## config.mk

```make
export PLATFORM = sky130hd
export DESIGN_NAME = josephus_step_search
export DESIGN_NICKNAME = d
export VERILOG_FILES = /design/src/jss_pkg.sv /design/src/josephus_step_search.sv /design/src/jss_ring_ram.sv /design/src/jss_trial_seq.sv
export SDC_FILE = /design/constraint.sdc
export NUM_CORES = 1
export LEC_CHECK = 0
export BUFFER_PORTS_ARGS = -buffer_cell sky130_fd_sc_hd__buf_4
export CAP_MARGIN = 20
export CORE_MARGIN = 2
export CORE_UTILIZATION = 45
export CTS_CLUSTER_SIZE = 10
export DETAILED_ROUTE_END_ITERATION = 6
export GPL_TIMING_DRIVEN = 0
export PLACE_DENSITY = 0.62
export SLEW_MARGIN = 15
export SYNTH_ARGS = -nofsm -noshare
export SYNTH_HDL_FRONTEND = slang
export SYNTH_SLANG_ARGS = --single-unit
```

## constraint.sdc

```tcl
create_clock -name clk -period 10.4 [get_ports clk]
set_clock_uncertainty 0.1 [all_clocks]
set_input_delay 0.52 -clock clk [delete_from_list [all_inputs] [get_ports clk]]
set_output_delay 0.52 -clock clk [all_outputs]
set_load 0.01 [all_outputs]
```

## src/jss_pkg.sv

```systemverilog
// ----------------------------------------------------------------------------
// jss_pkg
// Shared types and constants for the step search: field widths, status
// codes, controller states and the result bundle of the trial sequencer.
// ----------------------------------------------------------------------------
`default_nettype none

package jss_pkg;

    localparam int COUNT_W  = 7;
    localparam int STATUS_W = 2;

    localparam logic [STATUS_W-1:0] STATUS_FOUND     = 2'd0;
    localparam logic [STATUS_W-1:0] STATUS_INVALID   = 2'd1;
    localparam logic [STATUS_W-1:0] STATUS_NOT_FOUND = 2'd2;

    typedef enum logic [1:0] {
        SEQ_IDLE,
        SEQ_INIT,
        SEQ_RUN
    } seq_state_t;

    typedef enum logic [1:0] {
        TOP_IDLE,
        TOP_BUSY,
        TOP_DONE
    } top_state_t;

    typedef struct packed {
        logic               done;
        logic               found;
        logic [COUNT_W-1:0] step;
    } seq_result_t;

endpackage

`default_nettype wire

```

## src/josephus_step_search.sv

```systemverilog
// ----------------------------------------------------------------------------
// josephus_step_search
// Finds the smallest step size that leaves a target block eliminated last.
//
// Input item on s_axis: block count N and 1-based target block K. Result
// item on m_axis: step size in tdata, status in tuser (found, invalid input,
// no step size found). One result per input item, in order.
// Invalid input (zero count or target, target above count, count above
// MAX_BLOCKS) returns a result without starting a search.
// Otherwise each trial m rebuilds the ring with N link writes, then does one
// ring memory read per cycle for every removal and hop. A search tries step
// sizes 1, 2, ... in turn, up to N.
// One item is processed at a time; s_axis_tready is high only in the idle state.
// The result register frees the engine: a new item is taken while an earlier
// result waits for m_axis_tready. A finished result stalls, with s_axis_tready
// low, only until that register is free.
// Reset clears the controller states and the output valid flag; the ring memory needs no clearing.
// ----------------------------------------------------------------------------
`default_nettype none

module josephus_step_search #(
    parameter int MAX_BLOCKS = 64
) (
    input  wire logic        clk,
    input  wire logic        rst_n,
    input  wire logic        s_axis_tvalid,
    output logic             s_axis_tready,
    input  wire logic [15:0] s_axis_tdata,   // [6:0] block_count, [13:7] target_block
    output logic             m_axis_tvalid,
    input  wire logic        m_axis_tready,
    output logic [7:0]       m_axis_tdata,   // [6:0] step_size
    output logic [1:0]       m_axis_tuser    // [1:0] status
);

    localparam int          CW    = jss_pkg::COUNT_W;
    localparam int          SW    = jss_pkg::STATUS_W;
    localparam logic [31:0] MAX_W = 32'(MAX_BLOCKS);

    jss_pkg::top_state_t  state_reg, state_next;
    jss_pkg::seq_result_t seq_res;

    logic [CW-1:0] in_count;
    logic [CW-1:0] in_target;
    logic          in_accept;
    logic          in_invalid;
    logic          seq_start;
    logic          out_load;

    logic [CW-1:0] res_step_reg, res_step_next;
    logic [SW-1:0] res_status_reg, res_status_next;
    logic          out_valid_reg, out_valid_next;
    logic [CW-1:0] out_step_reg, out_step_next;
    logic [SW-1:0] out_status_reg, out_status_next;

    assign in_count   = s_axis_tdata[CW-1:0];
    assign in_target  = s_axis_tdata[2*CW-1:CW];
    assign in_accept  = s_axis_tvalid && s_axis_tready;
    assign in_invalid = (in_count == '0) || (in_target == '0) ||
                        (in_target > in_count) || ({25'd0, in_count} > MAX_W);
    assign seq_start  = in_accept && !in_invalid;

    jss_trial_seq #(
        .MAX_BLOCKS (MAX_BLOCKS)
    ) u_seq (
        .clk          (clk),
        .rst_n        (rst_n),
        .start        (seq_start),
        .block_count  (in_count),
        .target_block (in_target),
        .result       (seq_res)
    );

    always_comb
    begin
        state_next = state_reg;
        unique case (state_reg)
            jss_pkg::TOP_IDLE:
            begin
                if (in_accept)
                begin
                    state_next = in_invalid ? jss_pkg::TOP_DONE : jss_pkg::TOP_BUSY;
                end
            end
            jss_pkg::TOP_BUSY:
            begin
                if (seq_res.done)
                begin
                    state_next = jss_pkg::TOP_DONE;
                end
            end
            jss_pkg::TOP_DONE:
            begin
                if (!out_valid_reg || m_axis_tready)
                begin
                    state_next = jss_pkg::TOP_IDLE;
                end
            end
            default:
            begin
                state_next = jss_pkg::TOP_IDLE;
            end
        endcase
    end

    assign out_load = (state_reg == jss_pkg::TOP_DONE) && (!out_valid_reg || m_axis_tready);

    always_comb
    begin
        res_step_next   = res_step_reg;
        res_status_next = res_status_reg;
        out_valid_next  = out_valid_reg;
        out_step_next   = out_step_reg;
        out_status_next = out_status_reg;
        unique case (state_reg)
            jss_pkg::TOP_IDLE:
            begin
                if (in_accept)
                begin
                    res_step_next   = '0;
                    res_status_next = jss_pkg::STATUS_INVALID;
                end
            end
            jss_pkg::TOP_BUSY:
            begin
                if (seq_res.done)
                begin
                    res_step_next   = seq_res.found ? seq_res.step : '0;
                    res_status_next = seq_res.found ? jss_pkg::STATUS_FOUND
                                                    : jss_pkg::STATUS_NOT_FOUND;
                end
            end
            jss_pkg::TOP_DONE:
            begin
                res_step_next = res_step_reg;
            end
            default:
            begin
                res_step_next = res_step_reg;
            end
        endcase
        if (out_load)
        begin
            out_valid_next  = 1'b1;
            out_step_next   = res_step_reg;
            out_status_next = res_status_reg;
        end
        else if (m_axis_tready)
        begin
            out_valid_next = 1'b0;
        end
    end

    always_ff @(posedge clk or negedge rst_n)
    begin
        if (!rst_n)
        begin
            state_reg     <= jss_pkg::TOP_IDLE;
            out_valid_reg <= 1'b0;
        end
        else
        begin
            state_reg     <= state_next;
            out_valid_reg <= out_valid_next;
        end
    end

    always_ff @(posedge clk)
    begin
        res_step_reg   <= res_step_next;
        res_status_reg <= res_status_next;
        out_step_reg   <= out_step_next;
        out_status_reg <= out_status_next;
    end

    assign s_axis_tready = (state_reg == jss_pkg::TOP_IDLE);
    assign m_axis_tvalid = out_valid_reg;
    assign m_axis_tdata  = {1'b0, out_step_reg};
    assign m_axis_tuser  = out_status_reg;

endmodule

`default_nettype wire

```

## src/jss_ring_ram.sv

```systemverilog
// ----------------------------------------------------------------------------
// jss_ring_ram
// Ring link memory: one write port, one read port, registered read data.
// A read of the entry written in the same cycle returns the new link.
// ----------------------------------------------------------------------------
`default_nettype none

module jss_ring_ram #(
    parameter int DEPTH = 64,
    parameter int AW    = 6
) (
    input  wire logic          clk,
    input  wire logic          we,
    input  wire logic [AW-1:0] waddr,
    input  wire logic [AW-1:0] wdata,
    input  wire logic [AW-1:0] raddr,
    output logic      [AW-1:0] rdata
);

    logic [AW-1:0] mem [DEPTH];
    logic [AW-1:0] rdata_reg;

    always_ff @(posedge clk)
    begin
        if (we)
        begin
            mem[waddr] <= wdata;
        end
        if (we && (waddr == raddr))
        begin
            rdata_reg <= wdata;
        end
        else
        begin
            rdata_reg <= mem[raddr];
        end
    end

    assign rdata = rdata_reg;

endmodule

`default_nettype wire

```

## src/jss_trial_seq.sv

```systemverilog
// ----------------------------------------------------------------------------
// jss_trial_seq
// Trial sequencer: for each step size rebuilds the ring of next links, then
// walks it one link read per cycle, unlinking every eliminated block, and
// checks the last eliminated block against the target.
// ----------------------------------------------------------------------------
`default_nettype none

module jss_trial_seq #(
    parameter int MAX_BLOCKS = 64
) (
    input  wire logic                         clk,
    input  wire logic                         rst_n,
    input  wire logic                         start,
    input  wire logic [jss_pkg::COUNT_W-1:0]  block_count,
    input  wire logic [jss_pkg::COUNT_W-1:0]  target_block,
    output jss_pkg::seq_result_t              result
);

    localparam int IW = $clog2(MAX_BLOCKS);
    localparam int CW = jss_pkg::COUNT_W;

    jss_pkg::seq_state_t state_reg, state_next;

    logic [CW-1:0] n_reg, n_next;
    logic [IW-1:0] n_last_reg, n_last_next;
    logic [CW-1:0] k_reg, k_next;
    logic [CW-1:0] m_reg, m_next;
    logic [CW-1:0] hop_left_reg, hop_left_next;
    logic [IW-1:0] cnt_reg, cnt_next;
    logic [IW-1:0] prev_reg, prev_next;
    logic [IW-1:0] gone_reg, gone_next;

    logic          mem_we;
    logic [IW-1:0] mem_waddr;
    logic [IW-1:0] mem_wdata;
    logic [IW-1:0] mem_raddr;
    logic [IW-1:0] rd;
    logic          trial_end;
    logic          hit;

    jss_ring_ram #(
        .DEPTH (MAX_BLOCKS),
        .AW    (IW)
    ) u_ring (
        .clk   (clk),
        .we    (mem_we),
        .waddr (mem_waddr),
        .wdata (mem_wdata),
        .raddr (mem_raddr),
        .rdata (rd)
    );

    assign trial_end = (hop_left_reg == '0) && (cnt_reg == n_last_reg);
    assign hit       = (k_reg == (CW'(gone_reg) + CW'(1)));

    always_comb
    begin
        state_next = state_reg;
        unique case (state_reg)
            jss_pkg::SEQ_IDLE:
            begin
                if (start)
                begin
                    state_next = jss_pkg::SEQ_INIT;
                end
            end
            jss_pkg::SEQ_INIT:
            begin
                if (cnt_reg == n_last_reg)
                begin
                    state_next = jss_pkg::SEQ_RUN;
                end
            end
            jss_pkg::SEQ_RUN:
            begin
                if (trial_end)
                begin
                    if (hit || (m_reg == n_reg))
                    begin
                        state_next = jss_pkg::SEQ_IDLE;
                    end
                    else
                    begin
                        state_next = jss_pkg::SEQ_INIT;
                    end
                end
            end
            default:
            begin
                state_next = jss_pkg::SEQ_IDLE;
            end
        endcase
    end

    always_comb
    begin
        n_next        = n_reg;
        n_last_next   = n_last_reg;
        k_next        = k_reg;
        m_next        = m_reg;
        hop_left_next = hop_left_reg;
        cnt_next      = cnt_reg;
        prev_next     = prev_reg;
        gone_next     = gone_reg;
        mem_we        = 1'b0;
        mem_waddr     = prev_reg;
        mem_wdata     = rd;
        mem_raddr     = rd;
        result        = '0;
        unique case (state_reg)
            jss_pkg::SEQ_IDLE:
            begin
                if (start)
                begin
                    n_next      = block_count;
                    n_last_next = IW'(block_count - CW'(1));
                    k_next      = target_block;
                    m_next      = CW'(1);
                    cnt_next    = '0;
                end
            end
            jss_pkg::SEQ_INIT:
            begin
                mem_we    = 1'b1;
                mem_waddr = cnt_reg;
                if (cnt_reg == n_last_reg)
                begin
                    // close the ring and issue the first read at block 1
                    mem_wdata     = '0;
                    mem_raddr     = '0;
                    gone_next     = '0;
                    prev_next     = n_last_reg;
                    hop_left_next = '0;
                    cnt_next      = '0;
                end
                else
                begin
                    mem_wdata = cnt_reg + IW'(1);
                    cnt_next  = cnt_reg + IW'(1);
                end
            end
            jss_pkg::SEQ_RUN:
            begin
                if (hop_left_reg == '0)
                begin
                    // unlink the eliminated block
                    mem_we    = 1'b1;
                    mem_waddr = prev_reg;
                    mem_wdata = rd;
                    if (cnt_reg == n_last_reg)
                    begin
                        if (hit)
                        begin
                            result.done  = 1'b1;
                            result.found = 1'b1;
                            result.step  = m_reg;
                        end
                        else if (m_reg == n_reg)
                        begin
                            result.done = 1'b1;
                        end
                        else
                        begin
                            m_next   = m_reg + CW'(1);
                            cnt_next = '0;
                        end
                    end
                    else
                    begin
                        cnt_next = cnt_reg + IW'(1);
                        if (m_reg == CW'(1))
                        begin
                            gone_next = rd;
                        end
                        else
                        begin
                            prev_next     = rd;
                            hop_left_next = m_reg - CW'(1);
                        end
                    end
                end
                else
                begin
                    if (hop_left_reg == CW'(1))
                    begin
                        gone_next     = rd;
                        hop_left_next = '0;
                    end
                    else
                    begin
                        prev_next     = rd;
                        hop_left_next = hop_left_reg - CW'(1);
                    end
                end
            end
            default:
            begin
                mem_we = 1'b0;
            end
        endcase
    end

    always_ff @(posedge clk or negedge rst_n)
    begin
        if (!rst_n)
        begin
            state_reg <= jss_pkg::SEQ_IDLE;
        end
        else
        begin
            state_reg <= state_next;
        end
    end

    always_ff @(posedge clk)
    begin
        n_reg        <= n_next;
        n_last_reg   <= n_last_next;
        k_reg        <= k_next;
        m_reg        <= m_next;
        hop_left_reg <= hop_left_next;
        cnt_reg      <= cnt_next;
        prev_reg     <= prev_next;
        gone_reg     <= gone_next;
    end

endmodule

`default_nettype wire
```

==> flow_summary.ini, run 1 <==
[run_status]
status = finished, final reports clean

[sta]
maxSlewHeadroom_pct = 34.24
hold_viol = 0
setup-tns-final_ns = 0
setup_viol = 0
worstMarginPinSlew_ns = 0.9842
max_freq_ghz = 0.2637
rsz0062_at_grt = no
final.period_utilization_pct = 36.46
finalMaxSlewViolations = 0
hold_ws_ns = 0.03234
min_period_ns = 3.792

[cts]
cts_max_level = 2
cts.sinks = 465
root_buffer = clkbuf_16
post_cts_buffers = 0
cts_hold_buffers = 3
clkLatencyLatePin_ns = 0.61
clkTransAtPathRegs_ns = 0.06
clk_path_buf_depth = 3
cts_tree = done
ctsResizeCount = 0
numCtsBuffers = 53

[synthesis]
synth_edf_count = 454
syn_area_sq_um = 19460
synth-seq-area-share_pct = 71.30
synth_cell_type_count = 68
syn_area_per_cell_sq_um = 16.34
syn-num-nets = 1231
synth_seq_cells = 465
ys.flop_type = edfxtp_1
synthArstFlopShare_pct = 1.075
syn_inst = 1191
yosysWarnings = 0

[critical_path]
arrival_ns = 4.12
cp-end-kind = register
cp_max_fo = 33
path_class = register to register
cp.required_ns = 10.72
worstRegToRegCells = 9
cp-start-kind = register

[drt]
ant_nets = 0
drc_errors = 0
wl_per_cell_um = 22.52
viasPerCell = 5.633
first_pass_iters = 7
drt_wl_total_mm = 43.13
via_count = 10788
drt-initial-drc-count = 1023

[floorplanning]
core_region_area_sq_um = 42890
row_count = 76
die_area_sq_um = 44930
die_h_um = 212.0
initial_utilization_pct = 45.38
ios = 32
die_w_um = 212.0

[global_route]
grt_first_pass_wirelength_mm = 65.81
grt.total_usage_pct = 19.78
antenna_found_initial = 0
gr-total-overflow = 0
grt_pass1_vias = 10818
grt_max_degree = 37

[power_and_ir_drop]
peakVddDrop_mv = 0.2313
p_leak_nw = 7.356
p_total_w = 0.007241
power_density_nw_per_um2 = 325.8

[placed_design]
globalplace.congestion = 0.8092
dp.cells = 1812
place.detailed.hpwl_mm = 29.19
port_buffers = 28

[cells_and_area]
multi_input_area_sq_um = 5206
final_cells = 1915
fillers = 3475
post-route-util_pct = 51.82
area_delta_synth_final_pct = 14.17
drive_gt1_share_pct = 14.21
diodes = 0
largest-register = u_seq.u_ring.mem
largest_reg_flops = 384
register_area_sq_um = 13880
fin_nets = 1325

[min_path]
min_path_cells = 1
hp-class = primary input to register

[job]
maxCapViolCount = 0
==> power breakdown <==
group          total (W)  leakage, nW  internal (W)  switching (W)
logic            0.00259         2.38      0.000851        0.00174
registers        0.00293         4.22       0.00284      0.0000854
clock network    0.00172        0.755       0.00100       0.000712
==> worst max-delay path, cell delays in order (launching register included) <==
cell	delay [ns]
dfxtp_1	0.30
buf_2	0.24
clkbuf_1	0.55
nor2_1	0.34
nand2_1	0.17
o22ai_1	0.11
nor4_1	0.48
a21oi_2	0.24
a21oi_4	0.76
buf_12	0.28
==> final timing paths <==
path	slack, ns	to	startpoint
min in group asynchronous	0.16	u_seq.state_reg[1]	rst_n
min	0.03	u_seq.n_reg[6]	s_axis_tdata[6]
max reg2reg	6.61	u_seq.u_ring.mem[54][4]	register
max in group asynchronous	9.92	u_seq.state_reg[0]	rst_n
max	6.61	u_seq.u_ring.mem[54][4]	register
min reg2reg	0.31	out_step_reg[4]	res_step_reg[4]
==> cell families after synthesis <==
| kind of cell | count (synthesis) | synth area share (%) |
|---|---|---|
| flops | 465 | 71.30 |
| xor+xnor | 40 | 1.800 |
| mux | 158 | 11.25 |
| other cells | 1 | 0.01927 |
| fa+ha+maj | 20 | 1.286 |
| buf+inv | 79 | 2.089 |
| simple gates | 290 | 7.226 |
| compound gates | 138 | 5.027 |
==> layer usage <==
metal,vias up,track usage [%],routed length [um]
li1,4859,-,-
met2,341,32.14,20780
met1,5517,27.52,18900
met3,71,2.895,2315
met4,0,6.751,1130
met5,-,0,0
==> cell usage after synthesis (4+ instances only) <==
library cell	n	area share, %
and2_1	11	0.35
ha_1	20	1.3
xnor2_1	24	1.1
a21oi_1	19	0.49
nand4_1	4	0.13
mux2_2	6	0.35
o22ai_1	10	0.32
edfxtp_1	454	70
o31a_1	5	0.22
buf_6	9	0.52
buf_4	9	0.35
and3_1	10	0.32
dfrtp_1	5	0.64
a21o_1	4	0.15
nor4_1	8	0.26
dfxtp_1	6	0.62
inv_1	23	0.44
a41oi_1	4	0.18
a22oi_1	52	2.0
a211o_1	4	0.18
nor2_1	131	2.5
o21ai_0	10	0.26
mux4_2	48	5.6
a211oi_1	5	0.19
nor3_1	11	0.28
nand3_1	35	0.90
nand2b_1	8	0.26
xor2_1	16	0.72
mux2i_1	104	5.3
nor2b_1	12	0.39
buf_2	7	0.18
clkbuf_1	29	0.56
or3_1	5	0.16
nand3b_1	4	0.15
nand2_1	34	0.66
==> layout make-up <==
type / count / area share, %
timing repair buffer: 39 / 1.864
sequential: 465 / 62.45
multi-input combinational: 647 / 23.43
clock buffer: 96 / 6.830
tap: 585 / 3.294
inverter: 24 / 0.4054
buffer: 55 / 1.424
clock inverter: 4 / 0.3040
==> placed cells by master, fill, tap and decap left out, types with 11 or more instances in the layout <==
cell | Yosys | final
a21oi_1 | 19 | 17
a22oi_1 | 52 | 52
and2_1 | 11 | 11
buf_4 | 9 | 37
clkbuf_1 | 29 | 69
clkbuf_16 | 0 | 53
edfxtp_1 | 454 | 454
ha_1 | 20 | 20
inv_1 | 23 | 23
mux2i_1 | 104 | 104
mux4_2 | 48 | 48
nand2_1 | 34 | 34
nand3_1 | 35 | 35
nor2_1 | 131 | 131
nor2b_1 | 12 | 12
nor3_1 | 11 | 11
xnor2_1 | 24 | 24
xor2_1 | 16 | 16
==> through the flow <==
stage | area, sq um | worst slack (ns)
floorplan | 19460 | 6.442
global placement | 20410 | 3.711
detailed placement | 20610 | 6.719
CTS | 22220 | 6.691
global route | 22220 | 6.543
finish | 22220 | 6.608
Power figures use the tool's default switching activity.
==> inputs of run 2 (changes only) <==
- clock period: 10.4 -> 3.5 ns (I/O delays scaled with it)
==> flow_summary.ini, run 2 (synthesized netlist as in run 1, its figures left out) <==
[run_status]
status = complete, but fails checks
violations = negative setup slack

[power_and_ir_drop]
power_density_nw_per_um2 = 965.7
combPwrFrac_pct = 37.1
swShare_pct = 35.21
peakVddDrop_mv = 0.5965
p_leak_nw = 7.477
power.switching_w = 0.007664
clkPwrFrac_pct = 22.9
pwr-share-seq_pct = 39.9
p_int_w = 0.01410
p_total_w = 0.02177

[cells_and_area]
area_delta_synth_final_pct = 15.81
largest_reg_flops = 384
drive_gt1_share_pct = 18.25
post-route-util_pct = 52.56
post-route-cell-area_sq_um = 22540
fin_nets = 1342
final_common_cell = edfxtp_1
final_cell_mix = 454 x edfxtp_1, 104 x mux2i_1, 90 x nor2_1, 54 x clkbuf_16, 52 x a22oi_1
largest-register = u_seq.u_ring.mem
diodes = 0

[placed_design]
port_buffers = 28
dpl_cell_area_sq_um = 20640
globalplace.congestion = 0.8113
place.detailed.hpwl_mm = 29.75

[critical_path]
arrival_ns = 3.67
crit_chain = inv_1 -> ha_1 -> nor3b_2 -> nand3_1 -> nand3b_1 -> a21boi_1 -> nand2_1 -> nor2_2
worstRegToRegCells = 8
path_class = register to register
crit_slowest_cell = nor2_2
crit_family = simple AND/OR/NAND/NOR gates
cp.required_ns = 3.64
r2r-start = u_seq.hop_left_reg[0]
reg2reg_slack_ns = -0.03
cp_max_fo = 8
critPathMaxStageDelay_ns = 0.55
crit_buf_inv = 1
cp-end-kind = register
cp-start-kind = register
reg2reg_to = u_seq.u_ring.mem[31][5]

[sta]
final.period_utilization_pct = 100.9
min_period_ns = 3.531
setup_viol = 11
max_freq_ghz = 0.2832
hold_ws_ns = 0.2162
maxSlewHeadroom_pct = 30.03
layout_setup_ws_ns = -0.03140
worstMarginPinSlew_ns = 1.047
hold_viol = 0
rsz0062_at_grt = yes
finalMaxSlewViolations = 0

[drt]
first_pass_iters = 5
drt_wl_total_mm = 43.51
wl_per_cell_um = 22.64
drt-initial-drc-count = 1001
via_count = 10662
drc_errors = 0
viasPerCell = 5.547
ant_nets = 0

[global_route]
grt_pass1_vias = 11036
grt.total_usage_pct = 19.94
gr-total-overflow = 0
grt_max_degree = 37
grt_first_pass_wirelength_mm = 65.90
antenna_found_initial = 0

[floorplanning]
die_area_sq_um = 44930
die_h_um = 212.0
row_count = 76
ios = 32
initial_utilization_pct = 45.38
die_w_um = 212.0
core_region_area_sq_um = 42890

[min_path]
hold_start = s_axis_tdata[8]
min_path_cells = 2
min_to = u_seq.k_reg[1]
hp-class = primary input to register

[cts]
clkTransAtPathRegs_ns = 0.06
clkLatencyLatePin_ns = 0.61
cts_tree = done
root_buffer = clkbuf_16
cts.sinks = 465
clk_path_buf_depth = 3
numCtsBuffers = 53
cts_max_level = 2

[job]
maxCapViolCount = 0
## run 2: what timing repair did
action | in CTS | in global routing
setup buffers | 0 | 1
hold endpoints to repair | 27 | 0
pin swaps | 1 | 1
gates resized for setup | 8 | 56
endpoints found under the setup margin | 234 | 442
cloned | 1 | 0
hold buffers | 18 | 0
## run 2: area by class of cell
type                    count  area, sq um
well taps                 585        732.0
fillers                  3431        20350
flip-flops and latches    465        13880
repair buffers             55        608.1
plain buffers              55        332.8
clock inverters             4        46.29
multi-input cells         648         5351
inverters                  24        90.09
clock buffers              86         1501
## run 2: how the worst max path moves through the flow
| stage | startpoint | endpoint | cells after the start |
|---|---|---|---|
| after floorplan | register | u_seq.u_ring.mem[0][4] | 8 |
| after global placement | register | u_seq.u_ring.mem[44][1] | 8 |
| after detailed placement | register | u_seq.u_ring.mem[60][1] | 8 |
| after CTS | u_seq.state_reg[1] | u_seq.u_ring.mem[43][5] | 9 |
| after global routing | u_seq.state_reg[0] | u_seq.u_ring.mem[31][4] | 8 |
| final | u_seq.hop_left_reg[0] | u_seq.u_ring.mem[31][5] | 8 |
## run 2: per-stage QoR
step	setup WS [ns]	TNS, ns	cells
floorplan	0.4404	0	1191
global placement	-1.439	-515.84	1804
detailed placement	-0.2062	-24.19	1812
CTS	-0.02954	-0.2827	1921
global route	-0.1617	-16.59	1922
finish	-0.03140	-0.1847	1922
## run 2: power groups by stage
| stage | logic (W) | registers, W | clock network [W] |
|---|---|---|---|
| 6_report | 0.00808 | 0.00869 | 0.00499 |
| 5_1_grt | 0.00867 | 0.00874 | 0.00530 |
| 4_1_cts | 0.00799 | 0.00870 | 0.00509 |
| 3_5_place_dp | 0.00786 | 0.00881 | 0 |
| 3_3_place_gp | 0.00664 | 0.00868 | 0 |
| 2_1_floorplan | 0.00451 | 0.00882 | 0 |
## run 2: per-layer routing
layer / track usage [%] / part of all wire [%]
met5: 0 / 0
met4: 6.969 / 2.7
met3: 3.323 / 5.7
met2: 33.07 / 49
met1: 26.78 / 43
